`src/design/cascaded_pid_controller_defines.svh`:
```
// assertion macros of the cascaded pid controller, used by its sequencer
`ifndef CASCADED_PID_CONTROLLER_DEFINES_SVH
`define CASCADED_PID_CONTROLLER_DEFINES_SVH
`ifndef SYNTHESIS
`define CPID_ASSERT(label, prop) \
  label: assert property (@(posedge clk) disable iff (rst) prop) \
    else $error("cpid assertion failed");
`define CPID_ASSERT_NEXT(label, cond, nxt) \
  label: assert property (@(posedge clk) disable iff (rst) cond |=> nxt) \
    else $error("cpid assertion failed");
`else
`define CPID_ASSERT(label, prop)
`define CPID_ASSERT_NEXT(label, cond, nxt)
`endif
`endif

```
`src/design/cpid_pkg.sv`:
```
// types and constants of the cascaded pid controller
package cpid_pkg;

  // configuration register indexes
  localparam logic [2:0] REG_INNER_KP    = 3'd0;
  localparam logic [2:0] REG_INNER_KI    = 3'd1;
  localparam logic [2:0] REG_INNER_KD    = 3'd2;
  localparam logic [2:0] REG_OUTER_KP    = 3'd3;
  localparam logic [2:0] REG_OUTER_KI    = 3'd4;
  localparam logic [2:0] REG_OUTER_KD    = 3'd5;
  localparam logic [2:0] REG_OUTER_TGT   = 3'd6;
  localparam logic [2:0] REG_OUTER_LIMIT = 3'd7;

  localparam int CFG_IDX_W  = 3;
  localparam int CFG_DATA_W = 32;

  // lower clamp of both loops
  localparam int LOOP_MIN = 0;

  localparam longint S32_MAX = 64'sd2147483647;

  // reset gains: inner kp 0.8, inner ki 0.002, outer kp 80, outer ki 20
  localparam longint INNER_KP_NUM = 4;
  localparam longint INNER_KP_DEN = 5;
  localparam longint INNER_KI_NUM = 2;
  localparam longint INNER_KI_DEN = 1000;
  localparam longint OUTER_KP_INT = 80;
  localparam longint OUTER_KI_INT = 20;
  localparam longint OUTER_LIMIT_INT = 3000;

  typedef enum logic [2:0] {
    OP_NONE,
    OP_ERR,
    OP_DIFF,
    OP_MULP,
    OP_MULD,
    OP_SUM,
    OP_FIN
  } op_t;

  typedef struct packed {
    logic capture;
    logic push;
    logic outer;
    op_t  op;
  } cmd_t;

endpackage

```
`src/design/cpid_ctrl.sv`:
```
// sequencer for the cascaded pid controller
`include "cascaded_pid_controller_defines.svh"

module cpid_ctrl (
  input  logic            clk,
  input  logic            rst,
  input  logic            in_valid,
  output logic            in_stall,
  input  logic            req_type,
  output logic            out_valid,
  input  logic            out_stall,
  output cpid_pkg::cmd_t  cmd
);

  typedef enum logic [7:0] {
    S_IDLE = 8'b0000_0001,
    S_ERR  = 8'b0000_0010,
    S_DIFF = 8'b0000_0100,
    S_MULP = 8'b0000_1000,
    S_MULD = 8'b0001_0000,
    S_SUM  = 8'b0010_0000,
    S_FIN  = 8'b0100_0000,
    S_PUSH = 8'b1000_0000
  } state_t;

  state_t state, state_next;
  logic   cur_outer, cur_outer_next;
  logic   out_valid_next;
  logic   accept;
  logic   out_free;

  assign in_stall = (state != S_IDLE);
  assign accept   = in_valid && !in_stall;
  assign out_free = !out_valid || !out_stall;

  always_comb begin
    state_next     = state;
    cur_outer_next = cur_outer;
    cmd.capture    = 1'b0;
    cmd.push       = 1'b0;
    cmd.outer      = cur_outer;
    cmd.op         = cpid_pkg::OP_NONE;
    case (state)
      S_IDLE: begin
        if (accept) begin
          cmd.capture    = 1'b1;
          cur_outer_next = req_type;
          state_next     = S_ERR;
        end
      end
      S_ERR: begin
        cmd.op     = cpid_pkg::OP_ERR;
        state_next = S_DIFF;
      end
      S_DIFF: begin
        cmd.op     = cpid_pkg::OP_DIFF;
        state_next = S_MULP;
      end
      S_MULP: begin
        cmd.op     = cpid_pkg::OP_MULP;
        state_next = S_MULD;
      end
      S_MULD: begin
        cmd.op     = cpid_pkg::OP_MULD;
        state_next = S_SUM;
      end
      S_SUM: begin
        cmd.op     = cpid_pkg::OP_SUM;
        state_next = S_FIN;
      end
      S_FIN: begin
        cmd.op = cpid_pkg::OP_FIN;
        // outer loop done, its output feeds the inner pass
        if (cur_outer) begin
          cur_outer_next = 1'b0;
          state_next     = S_ERR;
        end else begin
          state_next = S_PUSH;
        end
      end
      S_PUSH: begin
        if (out_free) begin
          cmd.push   = 1'b1;
          state_next = S_IDLE;
        end
      end
      default: state_next = S_IDLE;
    endcase
  end

  always_comb begin
    out_valid_next = out_valid;
    if (cmd.push) begin
      out_valid_next = 1'b1;
    end else if (out_valid && !out_stall) begin
      out_valid_next = 1'b0;
    end
  end

  always_ff @(posedge clk) begin
    if (rst) begin
      state     <= S_IDLE;
      cur_outer <= 1'b0;
      out_valid <= 1'b0;
    end else begin
      state     <= state_next;
      cur_outer <= cur_outer_next;
      out_valid <= out_valid_next;
    end
  end

  `CPID_ASSERT_NEXT(a_accept_starts, accept, state == S_ERR && in_stall)
  `CPID_ASSERT_NEXT(a_outer_to_inner, state == S_FIN && cur_outer, state == S_ERR && !cur_outer)
  `CPID_ASSERT_NEXT(a_push_done, state == S_PUSH && out_free, out_valid && state == S_IDLE)
  `CPID_ASSERT(a_valid_from_push, $rose(out_valid) |-> $past(state == S_PUSH))

endmodule

```
`src/design/cpid_dp.sv`:
```
// datapath of the cascaded pid controller: gains, loop state and one shared multiplier
module cpid_dp #(
  parameter int FRAC_BITS = 16,
  parameter int INNER_MAX = 65536
) (
  input  logic                                clk,
  input  logic                                rst,
  input  logic                                cfg_write,
  input  logic [cpid_pkg::CFG_IDX_W-1:0]      cfg_index,
  input  logic [cpid_pkg::CFG_DATA_W-1:0]     cfg_data,
  input  cpid_pkg::cmd_t                      cmd,
  input  logic signed [31:0]                  inner_measure,
  input  logic signed [31:0]                  outer_measure,
  output logic [16:0]                         drive_out,
  output logic [30:0]                         inner_target_out
);

  localparam longint ONE = longint'(1) << FRAC_BITS;
  localparam longint RST_IKP = (cpid_pkg::INNER_KP_NUM * ONE + cpid_pkg::INNER_KP_DEN / 2)
                               / cpid_pkg::INNER_KP_DEN;
  localparam longint RST_IKI = (cpid_pkg::INNER_KI_NUM * ONE + cpid_pkg::INNER_KI_DEN / 2)
                               / cpid_pkg::INNER_KI_DEN;
  localparam longint RST_OKP = (cpid_pkg::OUTER_KP_INT * ONE > cpid_pkg::S32_MAX) ?
                               cpid_pkg::S32_MAX : cpid_pkg::OUTER_KP_INT * ONE;
  localparam longint RST_OKI = (cpid_pkg::OUTER_KI_INT * ONE > cpid_pkg::S32_MAX) ?
                               cpid_pkg::S32_MAX : cpid_pkg::OUTER_KI_INT * ONE;
  localparam longint RST_LIM = (cpid_pkg::OUTER_LIMIT_INT * ONE > cpid_pkg::S32_MAX) ?
                               cpid_pkg::S32_MAX : cpid_pkg::OUTER_LIMIT_INT * ONE;

  // saturate a 33-bit difference to 32 bits
  function automatic logic signed [31:0] sat33(input logic signed [32:0] x);
    logic signed [31:0] r;
    if (x[32] != x[31]) begin
      r = x[32] ? {1'b1, 31'd0} : {1'b0, {31{1'b1}}};
    end else begin
      r = x[31:0];
    end
    return r;
  endfunction

  function automatic logic signed [31:0] clamp_hi(input logic signed [63:0] x,
                                                  input logic [31:0] hi);
    logic signed [31:0] r;
    if (x < 64'(cpid_pkg::LOOP_MIN)) begin
      r = 32'(cpid_pkg::LOOP_MIN);
    end else if (x > $signed({32'd0, hi})) begin
      r = hi;
    end else begin
      r = x[31:0];
    end
    return r;
  endfunction

  // configuration
  logic signed [31:0] inner_kp, inner_ki, inner_kd;
  logic signed [31:0] outer_kp, outer_ki, outer_kd;
  logic signed [31:0] outer_target;
  logic [30:0]        outer_limit;

  // loop state
  logic signed [31:0] inner_err, inner_integ, inner_drive, inner_setpoint;
  logic signed [31:0] outer_err, outer_integ;

  // working registers
  logic signed [31:0] meas_i, meas_o;
  logic signed [31:0] err_cur, diff_cur;
  logic signed [63:0] prod, acc;

  logic signed [31:0] sp_sel, meas_sel, err_sel, integ_sel;
  logic signed [31:0] kp_sel, ki_sel, kd_sel;
  logic [31:0]        hi_sel;
  logic signed [31:0] mul_a, mul_b;
  logic signed [63:0] mul_full;
  logic signed [31:0] integ_new, final_val;

  assign sp_sel    = cmd.outer ? outer_target : inner_setpoint;
  assign meas_sel  = cmd.outer ? meas_o : meas_i;
  assign err_sel   = cmd.outer ? outer_err : inner_err;
  assign integ_sel = cmd.outer ? outer_integ : inner_integ;
  assign kp_sel    = cmd.outer ? outer_kp : inner_kp;
  assign ki_sel    = cmd.outer ? outer_ki : inner_ki;
  assign kd_sel    = cmd.outer ? outer_kd : inner_kd;
  assign hi_sel    = cmd.outer ? {1'b0, outer_limit} : 32'(INNER_MAX);

  always_comb begin
    case (cmd.op)
      cpid_pkg::OP_DIFF: begin
        mul_a = ki_sel;
        mul_b = err_cur;
      end
      cpid_pkg::OP_MULD: begin
        mul_a = kd_sel;
        mul_b = diff_cur;
      end
      default: begin
        mul_a = kp_sel;
        mul_b = err_cur;
      end
    endcase
  end

  assign mul_full  = mul_a * mul_b;
  assign integ_new = clamp_hi(64'(integ_sel) + prod, hi_sel);
  // inner loop is incremental on the stored drive, outer is positional
  assign final_val = cmd.outer ? clamp_hi(acc, hi_sel)
                               : clamp_hi(64'(inner_drive) + acc, hi_sel);

  always_ff @(posedge clk) begin
    if (rst) begin
      inner_kp       <= 32'(RST_IKP);
      inner_ki       <= 32'(RST_IKI);
      inner_kd       <= '0;
      outer_kp       <= 32'(RST_OKP);
      outer_ki       <= 32'(RST_OKI);
      outer_kd       <= '0;
      outer_target   <= '0;
      outer_limit    <= 31'(RST_LIM);
    end else if (cfg_write) begin
      case (cfg_index)
        cpid_pkg::REG_INNER_KP:    inner_kp     <= cfg_data;
        cpid_pkg::REG_INNER_KI:    inner_ki     <= cfg_data;
        cpid_pkg::REG_INNER_KD:    inner_kd     <= cfg_data;
        cpid_pkg::REG_OUTER_KP:    outer_kp     <= cfg_data;
        cpid_pkg::REG_OUTER_KI:    outer_ki     <= cfg_data;
        cpid_pkg::REG_OUTER_KD:    outer_kd     <= cfg_data;
        cpid_pkg::REG_OUTER_TGT:   outer_target <= cfg_data;
        cpid_pkg::REG_OUTER_LIMIT: outer_limit  <= cfg_data[30:0];
        default: ;
      endcase
    end
  end

  always_ff @(posedge clk) begin
    if (rst) begin
      inner_err      <= '0;
      inner_integ    <= '0;
      inner_drive    <= '0;
      inner_setpoint <= '0;
      outer_err      <= '0;
      outer_integ    <= '0;
    end else begin
      case (cmd.op)
        cpid_pkg::OP_DIFF: begin
          if (cmd.outer) begin
            outer_err <= err_cur;
          end else begin
            inner_err <= err_cur;
          end
        end
        cpid_pkg::OP_MULP: begin
          if (cmd.outer) begin
            outer_integ <= integ_new;
          end else begin
            inner_integ <= integ_new;
          end
        end
        cpid_pkg::OP_FIN: begin
          if (cmd.outer) begin
            inner_setpoint <= final_val;
          end else begin
            inner_drive <= final_val;
          end
        end
        default: ;
      endcase
    end
  end

  always_ff @(posedge clk) begin
    if (cmd.capture) begin
      meas_i <= inner_measure;
      meas_o <= outer_measure;
    end
    case (cmd.op)
      cpid_pkg::OP_ERR: begin
        err_cur <= sat33({sp_sel[31], sp_sel} - {meas_sel[31], meas_sel});
      end
      cpid_pkg::OP_DIFF: begin
        diff_cur <= sat33({err_sel[31], err_sel} - {err_cur[31], err_cur});
        prod     <= mul_full >>> FRAC_BITS;
      end
      cpid_pkg::OP_MULP: begin
        prod <= mul_full >>> FRAC_BITS;
      end
      cpid_pkg::OP_MULD: begin
        // integral register already holds the clamped new value
        acc  <= prod + 64'(integ_sel);
        prod <= mul_full >>> FRAC_BITS;
      end
      cpid_pkg::OP_SUM: begin
        acc <= acc + prod;
      end
      default: ;
    endcase
    if (cmd.push) begin
      drive_out        <= inner_drive[16:0];
      inner_target_out <= inner_setpoint[30:0];
    end
  end

endmodule

```
`src/design/cascaded_pid_controller.sv`:
```
// an inner-only step runs the inner loop; a cascade step runs the outer loop and then the inner loop
// a new request is taken only once the sequencer is back in idle, after the result is pushed
// each loop takes six sequencer steps around one shared 32x32 multiplier
// a finished result waits in the output register while the next request is taken
// reset is synchronous: gains, target and limit return to their defaults, loop state to zero
module cascaded_pid_controller #(
  parameter int FRAC_BITS = 16,
  parameter int INNER_MAX = 65536
) (
  input  logic                             clk,
  input  logic                             rst,
  input  logic                             cfg_write,
  input  logic [cpid_pkg::CFG_IDX_W-1:0]   cfg_index,
  input  logic [cpid_pkg::CFG_DATA_W-1:0]  cfg_data,
  input  logic                             in_valid,
  output logic                             in_stall,
  input  logic                             req_type,
  input  logic signed [31:0]               inner_measure,
  input  logic signed [31:0]               outer_measure,
  output logic                             out_valid,
  input  logic                             out_stall,
  output logic [16:0]                      drive_out,
  output logic [30:0]                      inner_target_out
);

  cpid_pkg::cmd_t cmd;

  cpid_ctrl u_ctrl (
    .clk       (clk),
    .rst       (rst),
    .in_valid  (in_valid),
    .in_stall  (in_stall),
    .req_type  (req_type),
    .out_valid (out_valid),
    .out_stall (out_stall),
    .cmd       (cmd)
  );

  cpid_dp #(
    .FRAC_BITS (FRAC_BITS),
    .INNER_MAX (INNER_MAX)
  ) u_dp (
    .clk              (clk),
    .rst              (rst),
    .cfg_write        (cfg_write),
    .cfg_index        (cfg_index),
    .cfg_data         (cfg_data),
    .cmd              (cmd),
    .inner_measure    (inner_measure),
    .outer_measure    (outer_measure),
    .drive_out        (drive_out),
    .inner_target_out (inner_target_out)
  );

endmodule

```
`config.mk`:
```
export PLATFORM = sky130hd
export DESIGN_NAME = cascaded_pid_controller
export DESIGN_NICKNAME = d
export VERILOG_FILES = /design/src/design/cpid_pkg.sv /design/src/design/cpid_ctrl.sv /design/src/design/cpid_dp.sv /design/src/design/cascaded_pid_controller.sv
export VERILOG_INCLUDE_DIRS = /design/src /design/src/design
export SDC_FILE = /design/constraint.sdc
export NUM_CORES = 2
export LEC_CHECK = 0
export ABC_AREA = 1
export BUFFER_PORTS_ARGS = -buffer_cell sky130_fd_sc_hd__buf_2
export CELL_PAD_IN_SITES_DETAIL_PLACEMENT = 1
export CELL_PAD_IN_SITES_GLOBAL_PLACEMENT = 1
export CORE_ASPECT_RATIO = 0.8
export CORE_UTILIZATION = 28
export DETAILED_ROUTE_END_ITERATION = 10
export HOLD_SLACK_MARGIN = 0.15
export MAX_ROUTING_LAYER = met4
export PLACE_DENSITY_LB_ADDON = 0.2
export SYNTH_ARGS = -nofsm -noshare
export SYNTH_HDL_FRONTEND = slang
export SYNTH_SLANG_ARGS = --single-unit
export TNS_END_PERCENT = 30
```
`constraint.sdc`:
```
create_clock -name clk -period 16.15 [get_ports clk]
set_input_delay 3.23 -clock clk [delete_from_list [all_inputs] [get_ports clk]]
set_output_delay 3.23 -clock clk [all_outputs]
set_load 0.01 [all_outputs]
```
# ---- After elaboration in Yosys (flattened, before gate mapping)
# Cells that the tools add are included.
# W data, S select, Z words.
dict set report word_totals {
  register_bits 745
  latchBits 0
  ram_bits 0
  romBits 0
  input_bits 105
  mem_count 0
}
dict set report classes {
  add_sub_neg 5
  n_mul 1
  div 0
  magnitude_cmp 6
  eq_ne 26
  shift 0
  n_mux 35
  bitwise 1
  n_reduce_logical 27
}
# cell count
set op_table {}
lappend op_table {{$mux W32} 19}
lappend op_table {{$gt A64 B33 Y1} 3}
lappend op_table {{$lt A64 B1 Y1 const B} 3}
lappend op_table {{$pmux W64 S2} 1}
lappend op_table {{$sub A32 B32 Y33} 2}
lappend op_table {{$add A32 B64 Y64} 1}
lappend op_table {{$add A64 B48 Y64} 1}
lappend op_table {{$mul A32 B32 Y64} 1}
lappend op_table {{$pmux W32 S2} 1}
lappend op_table {{$pmux W8 S8} 1}
lappend op_table {{$add A32 B48 Y49} 1}
lappend op_table {{$reduce_and A2 Y1} 16}
lappend op_table {{$mux W31} 1}
lappend op_table {{$mux W8} 3}
lappend op_table {{$eq A3 B3 Y1 const B} 7}
lappend op_table {{$pmux W3 S6} 1}
lappend op_table {{$eq A3 B2 Y1 const B} 4}
lappend op_table {{$eq A8 B1 Y1 const B} 1}
lappend op_table {{$eq A8 B2 Y1 const B} 1}
lappend op_table {{$eq A8 B3 Y1 const B} 1}
lappend op_table {{$eq A8 B4 Y1 const B} 1}
lappend op_table {{$eq A8 B5 Y1 const B} 1}
lappend op_table {{$eq A8 B6 Y1 const B} 1}
lappend op_table {{$eq A8 B7 Y1 const B} 1}
lappend op_table {{14 further kinds} 28}

# ---- Depth between registers and ports, before layout
dict set report depth {
  depth_word 5
  depth_mapped 40
  depth_no_buf 37
}

# ---- Cells and area by module
# Synthesis repeated with hierarchy kept, for this count alone.
dict set report hier_totals {
  cells_unflattened 11483
  hier_area_um2 85258.0
}
# mod n_inst cells_per_inst area_each_um2
set by_module_without_submodules {}
lappend by_module_without_submodules {cpid_dp 1 11386 84644.9}
lappend by_module_without_submodules {cpid_ctrl 1 97 613.1}

# ---- Worst setup path before layout
# Ideal clock, no wire load.
dict set report synth_path {
  kind {reg2reg}
  startpoint {reg u_ctrl.cur_outer}
  endpoint {reg u_dp.prod[44] (data pin)}
  setup_ns 0.252
  t_arrival_ns 8.524
  setup_slack_ns 7.373
  stages_incl_launch_ff 34
  n_path_buf 5
  synth_period_minus_slack_ns 8.777
  cell_sequence {dfxtp_1 -> clkbuf_1 -> inv_1 -> buf_2 -> clkbuf_1 -> clkbuf_1 -> nor2_1 -> o21ai_0 -> nand2_1 -> clkbuf_1 -> nor2_1 -> inv_1 -> fa_1 -> fa_1 -> inv_1 -> fa_1 -> fa_1 -> inv_1 -> fa_1 -> inv_1 -> fa_1 -> inv_1 -> fa_1 -> inv_1 -> fa_1 -> ha_1 -> a21oi_1 -> o21a_1 -> o21a_1 -> nor4_1 -> a2111oi_0 -> nand2_1 -> nand2_1 -> nand2_1}
}
dict set report synth_between {
  elab_chain_len 3
  word_cells_on_any_way 5
  cone_classes {mul (1); mux (4)}
}
# item line_no
set synth_lines {}
lappend synth_lines {{start, declared} cpid_ctrl.sv:27} ;# logic cur_outer, cur_outer_next;
lappend synth_lines {{start signal, assigned} cpid_ctrl.sv:107} ;# cur_outer <= cur_outer_next;
lappend synth_lines {{$mux W32, on equally long branches} {cpid_dp.sv:80, cpid_dp.sv:81, cpid_dp.sv:82}}
lappend synth_lines {{$pmux W32 S2 (*)} cpid_dp.sv:86} ;# case (cmd.op)
lappend synth_lines {{$mul A32 B32 Y64 (*)} cpid_dp.sv:102} ;# assign mul_full = mul_a * mul_b;
lappend synth_lines {{via u_dp.mul_full[60]} cpid_dp.sv:73} ;# logic signed [63:0] mul_full;
lappend synth_lines {{end signal, assigned} cpid_dp.sv:180} ;# prod <= mul_full >>> FRAC_BITS;
lappend synth_lines {{end signal, assigned} cpid_dp.sv:183} ;# prod <= mul_full >>> FRAC_BITS;
lappend synth_lines {{end signal, assigned} cpid_dp.sv:188} ;# prod <= mul_full >>> FRAC_BITS;
lappend synth_lines {{end, declared} cpid_dp.sv:67} ;# logic signed [63:0] prod, acc;
# Mark *: on every way through the listed nets, which the timed path passes. The rest lies on a longest branch.
# A chain may end at the register's enable or synchronous reset.

# ---- Worst setup path in the final report
dict set report layout_path {
  startpoint {reg u_ctrl.state[0]}
  endpoint {reg u_dp.prod[44] (data pin)}
}
dict set report layout_between {
  elab_chain_len 5
  word_cells_on_any_way 12
  cone_classes {mul (1); eq/ne (8); mux (3)}
}
# item line_no
set layout_lines {}
lappend layout_lines {{start, declared} cpid_ctrl.sv:26} ;# state_t state, state_next;
lappend layout_lines {{start signal, assigned} cpid_ctrl.sv:106} ;# state <= state_next;
lappend layout_lines {{$eq A8 B7 Y1, or another cell as far along} cpid_ctrl.sv:43} ;# case (state)
lappend layout_lines {{$pmux W3 S6 (*)} cpid_ctrl.sv:43}
lappend layout_lines {{$eq A3 B3 Y1 or $eq A3 B2 Y1 (tied branches)} cpid_dp.sv:86}
lappend layout_lines {{$pmux W32 S2 or $mux W32 (tied branches)} cpid_dp.sv:86}
lappend layout_lines {{$mul A32 B32 Y64 (*)} cpid_dp.sv:102}
lappend layout_lines {{via u_dp.mul_full[60]} cpid_dp.sv:73}
# Marks and branches as above.

==> out/metrics.yaml <==
cts_max_path_buffers: 3
grt_max_degree: 168
antenna_found_initial: 26
cp-start-kind: "flop"
cts_tree: "yes"
io_buffers: 154
start_util: 0.282
fin_crit_ps: 11990
dpl_cell_area_mm2: 0.0902
gp_congestion: 0.966
rsz0062_at_grt: "false"
routed_wl_um: 392000
critPathBufInv: 10
syn_nets: 13000
cpPeakStageDelay_ps: 1000
tns_ps: 0
synth_edf_count: 288
synth-seq-cells: 745
die-area_mm2: 0.305
top_register: "u_dp.acc"
firstDrtPassIters: 6
final_nets: 12900
cts_buffers: 83
cpMaxStageDelayCell: "clkinv_1"
antenna_left: 0
areaGrowthSynthToFinish_pct: 9.83
yosysUniqueCellTypes: 64
num_vias: 76800
h-tree-depth: 3
maxSlewHeadroom: 0.0808
fp-row-count: 180
largest_register_ffs: 64
post-route-period-util: 0.742
fill_cells: 36800
cts_sinks: 745
worstMarginPinSlew_ps: 1340
syn_area_per_cell_um2: 7.53
finalSetupViolCount: 0
fmax_mhz: 83.4
cp_common_cell: "fa_1"
critical_path.top_delay_family: "adder cells"
synthArstFlopShare: 0
ys_seq_area_frac: 0.210
min_path_type: "flop to flop"
hpwl_um: 312000
final_cell_mix: "nand2_1, inv_1, nor2_1"
first_global_vias: 80200
routed_via_density: 5.02
layout-drive-gt1-share: 0.0529
top_regs: "u_dp.acc (64), u_dp.prod (48)"
final_common_cell: "nand2_1"
cap_violations: 0
worstSetupPathType: "flop to flop"
synthTopCellsByArea: "fa_1, dfxtp_1, nand2_1, edfxtp_1, inv_1"
grt_pass1_wl_um: 568000
worstPathArrival_ps: 12410
final-hold-violation-count: 0
fp.dieH_um: 494
core_area_mm2: 0.301
rrSetupSlack_ps: 4160
drc: 0
ctsHoldBuffers: 0
clock_latency_ps: 710
drtIter0Drc: 6035
outcome: "finished clean"
boundaryPins: 155
post-cts-setup-buffers: 0
die_w_um: 617
worstPathMaxFanout: 66
cts-resized-gates: 0
endpoint_kind: "flop"
clock_skew_ps: 68.3
yosysTopAreaCell: "fa_1"
cts_root_buffer: "clkbuf_16"
synth_ff_type: "dfxtp_1"
yosysTopAreaCellShare: 0.256
postSynthCellCount: 11300
clk_pin_slew_ps: 60
stdcell_area_mm2: 0.0931
worstPathRequired_ps: 16580
gr-total-overflow: 0
yosys_warnings: 0
netlist_area_mm2: 0.0848
avgRoutedWirePerCell_um: 25.6
slew_violations: 0
grt_usage: 0.261
-- worst register-to-register path, delay by kind of cell (launching register included) --
| family | cells | cell delay (ps) |
|---|---|---|
| DFF | 1 | 370 |
| AOI/OAI and AO/OA | 5 | 1520 |
| adders and majority gates | 9 | 4870 |
| buffers and inverters | 10 | 3390 |
| and+or+nand+nor | 9 | 1570 |
-- metal layers --
metal	GRT usage	vias to the layer above	routed length, um
met3	0.0427	315	26500
met5	-	-	0
met4	0.0438	0	7680
li1	-	34900	-
met2	0.382	2191	164000
met1	0.382	39400	193000
-- cell families (layout without fill, tap and decap cells) --
kind of cell,after synthesis,count (layout),share of synthesized area
fa+ha+maj,1597,1597,0.332
simple gates,4614,4614,0.218
xor+xnor,231,231,0.0239
mux,31,31,0.00366
flops,745,745,0.210
other cells,0,12,0
compound gates,1613,1613,0.104
buf+inv,2422,2444,0.109
-- worst paths after layout --
check,from,endpoint,depth (start not counted)
worst min register to register,u_dp.inner_setpoint[10],u_dp.inner_target_out[10],0
worst max-delay path,u_ctrl.state[0],u_dp.prod[44],33
worst max register to register,u_ctrl.state[0],u_dp.prod[44],33
worst min-delay path,u_dp.inner_setpoint[10],u_dp.inner_target_out[10],0
-- Yosys cell counts (4+ instances only) --
| cell | count |
|---|---|
| buf_1 | 13 |
| a21o_1 | 19 |
| o2111ai_1 | 26 |
| nand3_1 | 316 |
| nand3b_1 | 30 |
| edfxtp_1 | 288 |
| nor3b_1 | 4 |
| nor3_1 | 67 |
| nor4_1 | 38 |
| o22ai_1 | 6 |
| o221ai_1 | 6 |
| o311ai_0 | 10 |
| a211oi_1 | 15 |
| o21ai_1 | 29 |
| clkbuf_1 | 353 |
| clkinv_1 | 23 |
| o31ai_1 | 5 |
| nand2_1 | 2357 |
| xnor2_1 | 67 |
| clkbuf_2 | 31 |
| nand4_1 | 49 |
| nor2_2 | 11 |
| mux2i_1 | 31 |
| xor2_1 | 164 |
| a31oi_1 | 45 |
| fa_1 | 1086 |
| a22oi_1 | 11 |
| buf_2 | 21 |
| o21ai_0 | 730 |
| inv_1 | 1963 |
| o21a_1 | 38 |
| or2_2 | 33 |
| o21bai_1 | 20 |
| a21boi_0 | 4 |
| dfxtp_1 | 457 |
| a21oi_1 | 580 |
| nand2_2 | 18 |
| ha_1 | 511 |
| o211ai_1 | 51 |
| nor2_1 | 1657 |
| inv_2 | 7 |
| nand3_2 | 22 |
| buf_6 | 7 |
-- final cells by class --
class	instances	area, um^2	area share
antenna	12	30.0	0.000322
clock buffer	117	2460	0.0264
clock inverter	37	474	0.00509
inverter	1993	7490	0.0805
multi-input combinational	8086	58000	0.623
sequential	745	17800	0.191
tap	4004	5010	0.0538
timing repair buffer	297	1840	0.0198
-- per-stage QoR --
| step | worst slack, ps | hold slack, ps | util | std cells |
|---|---|---|---|---|
| after CTS | 4250 | 436 | 0.309 | 15300 |
| after floorplan | 7370 | 408 | - | 11300 |
| after detailed placement | 4330 | 419 | 0.300 | 15100 |
| final | 4160 | 432 | 0.309 | 15300 |
| after global placement | 4510 | 419 | 0.300 | 15100 |
| after global routing | 3770 | 445 | 0.309 | 15300 |
Power is left out: the tool's default activity adds up to more than one toggle a clock period on the data nets, which glitch-free logic cannot reach.
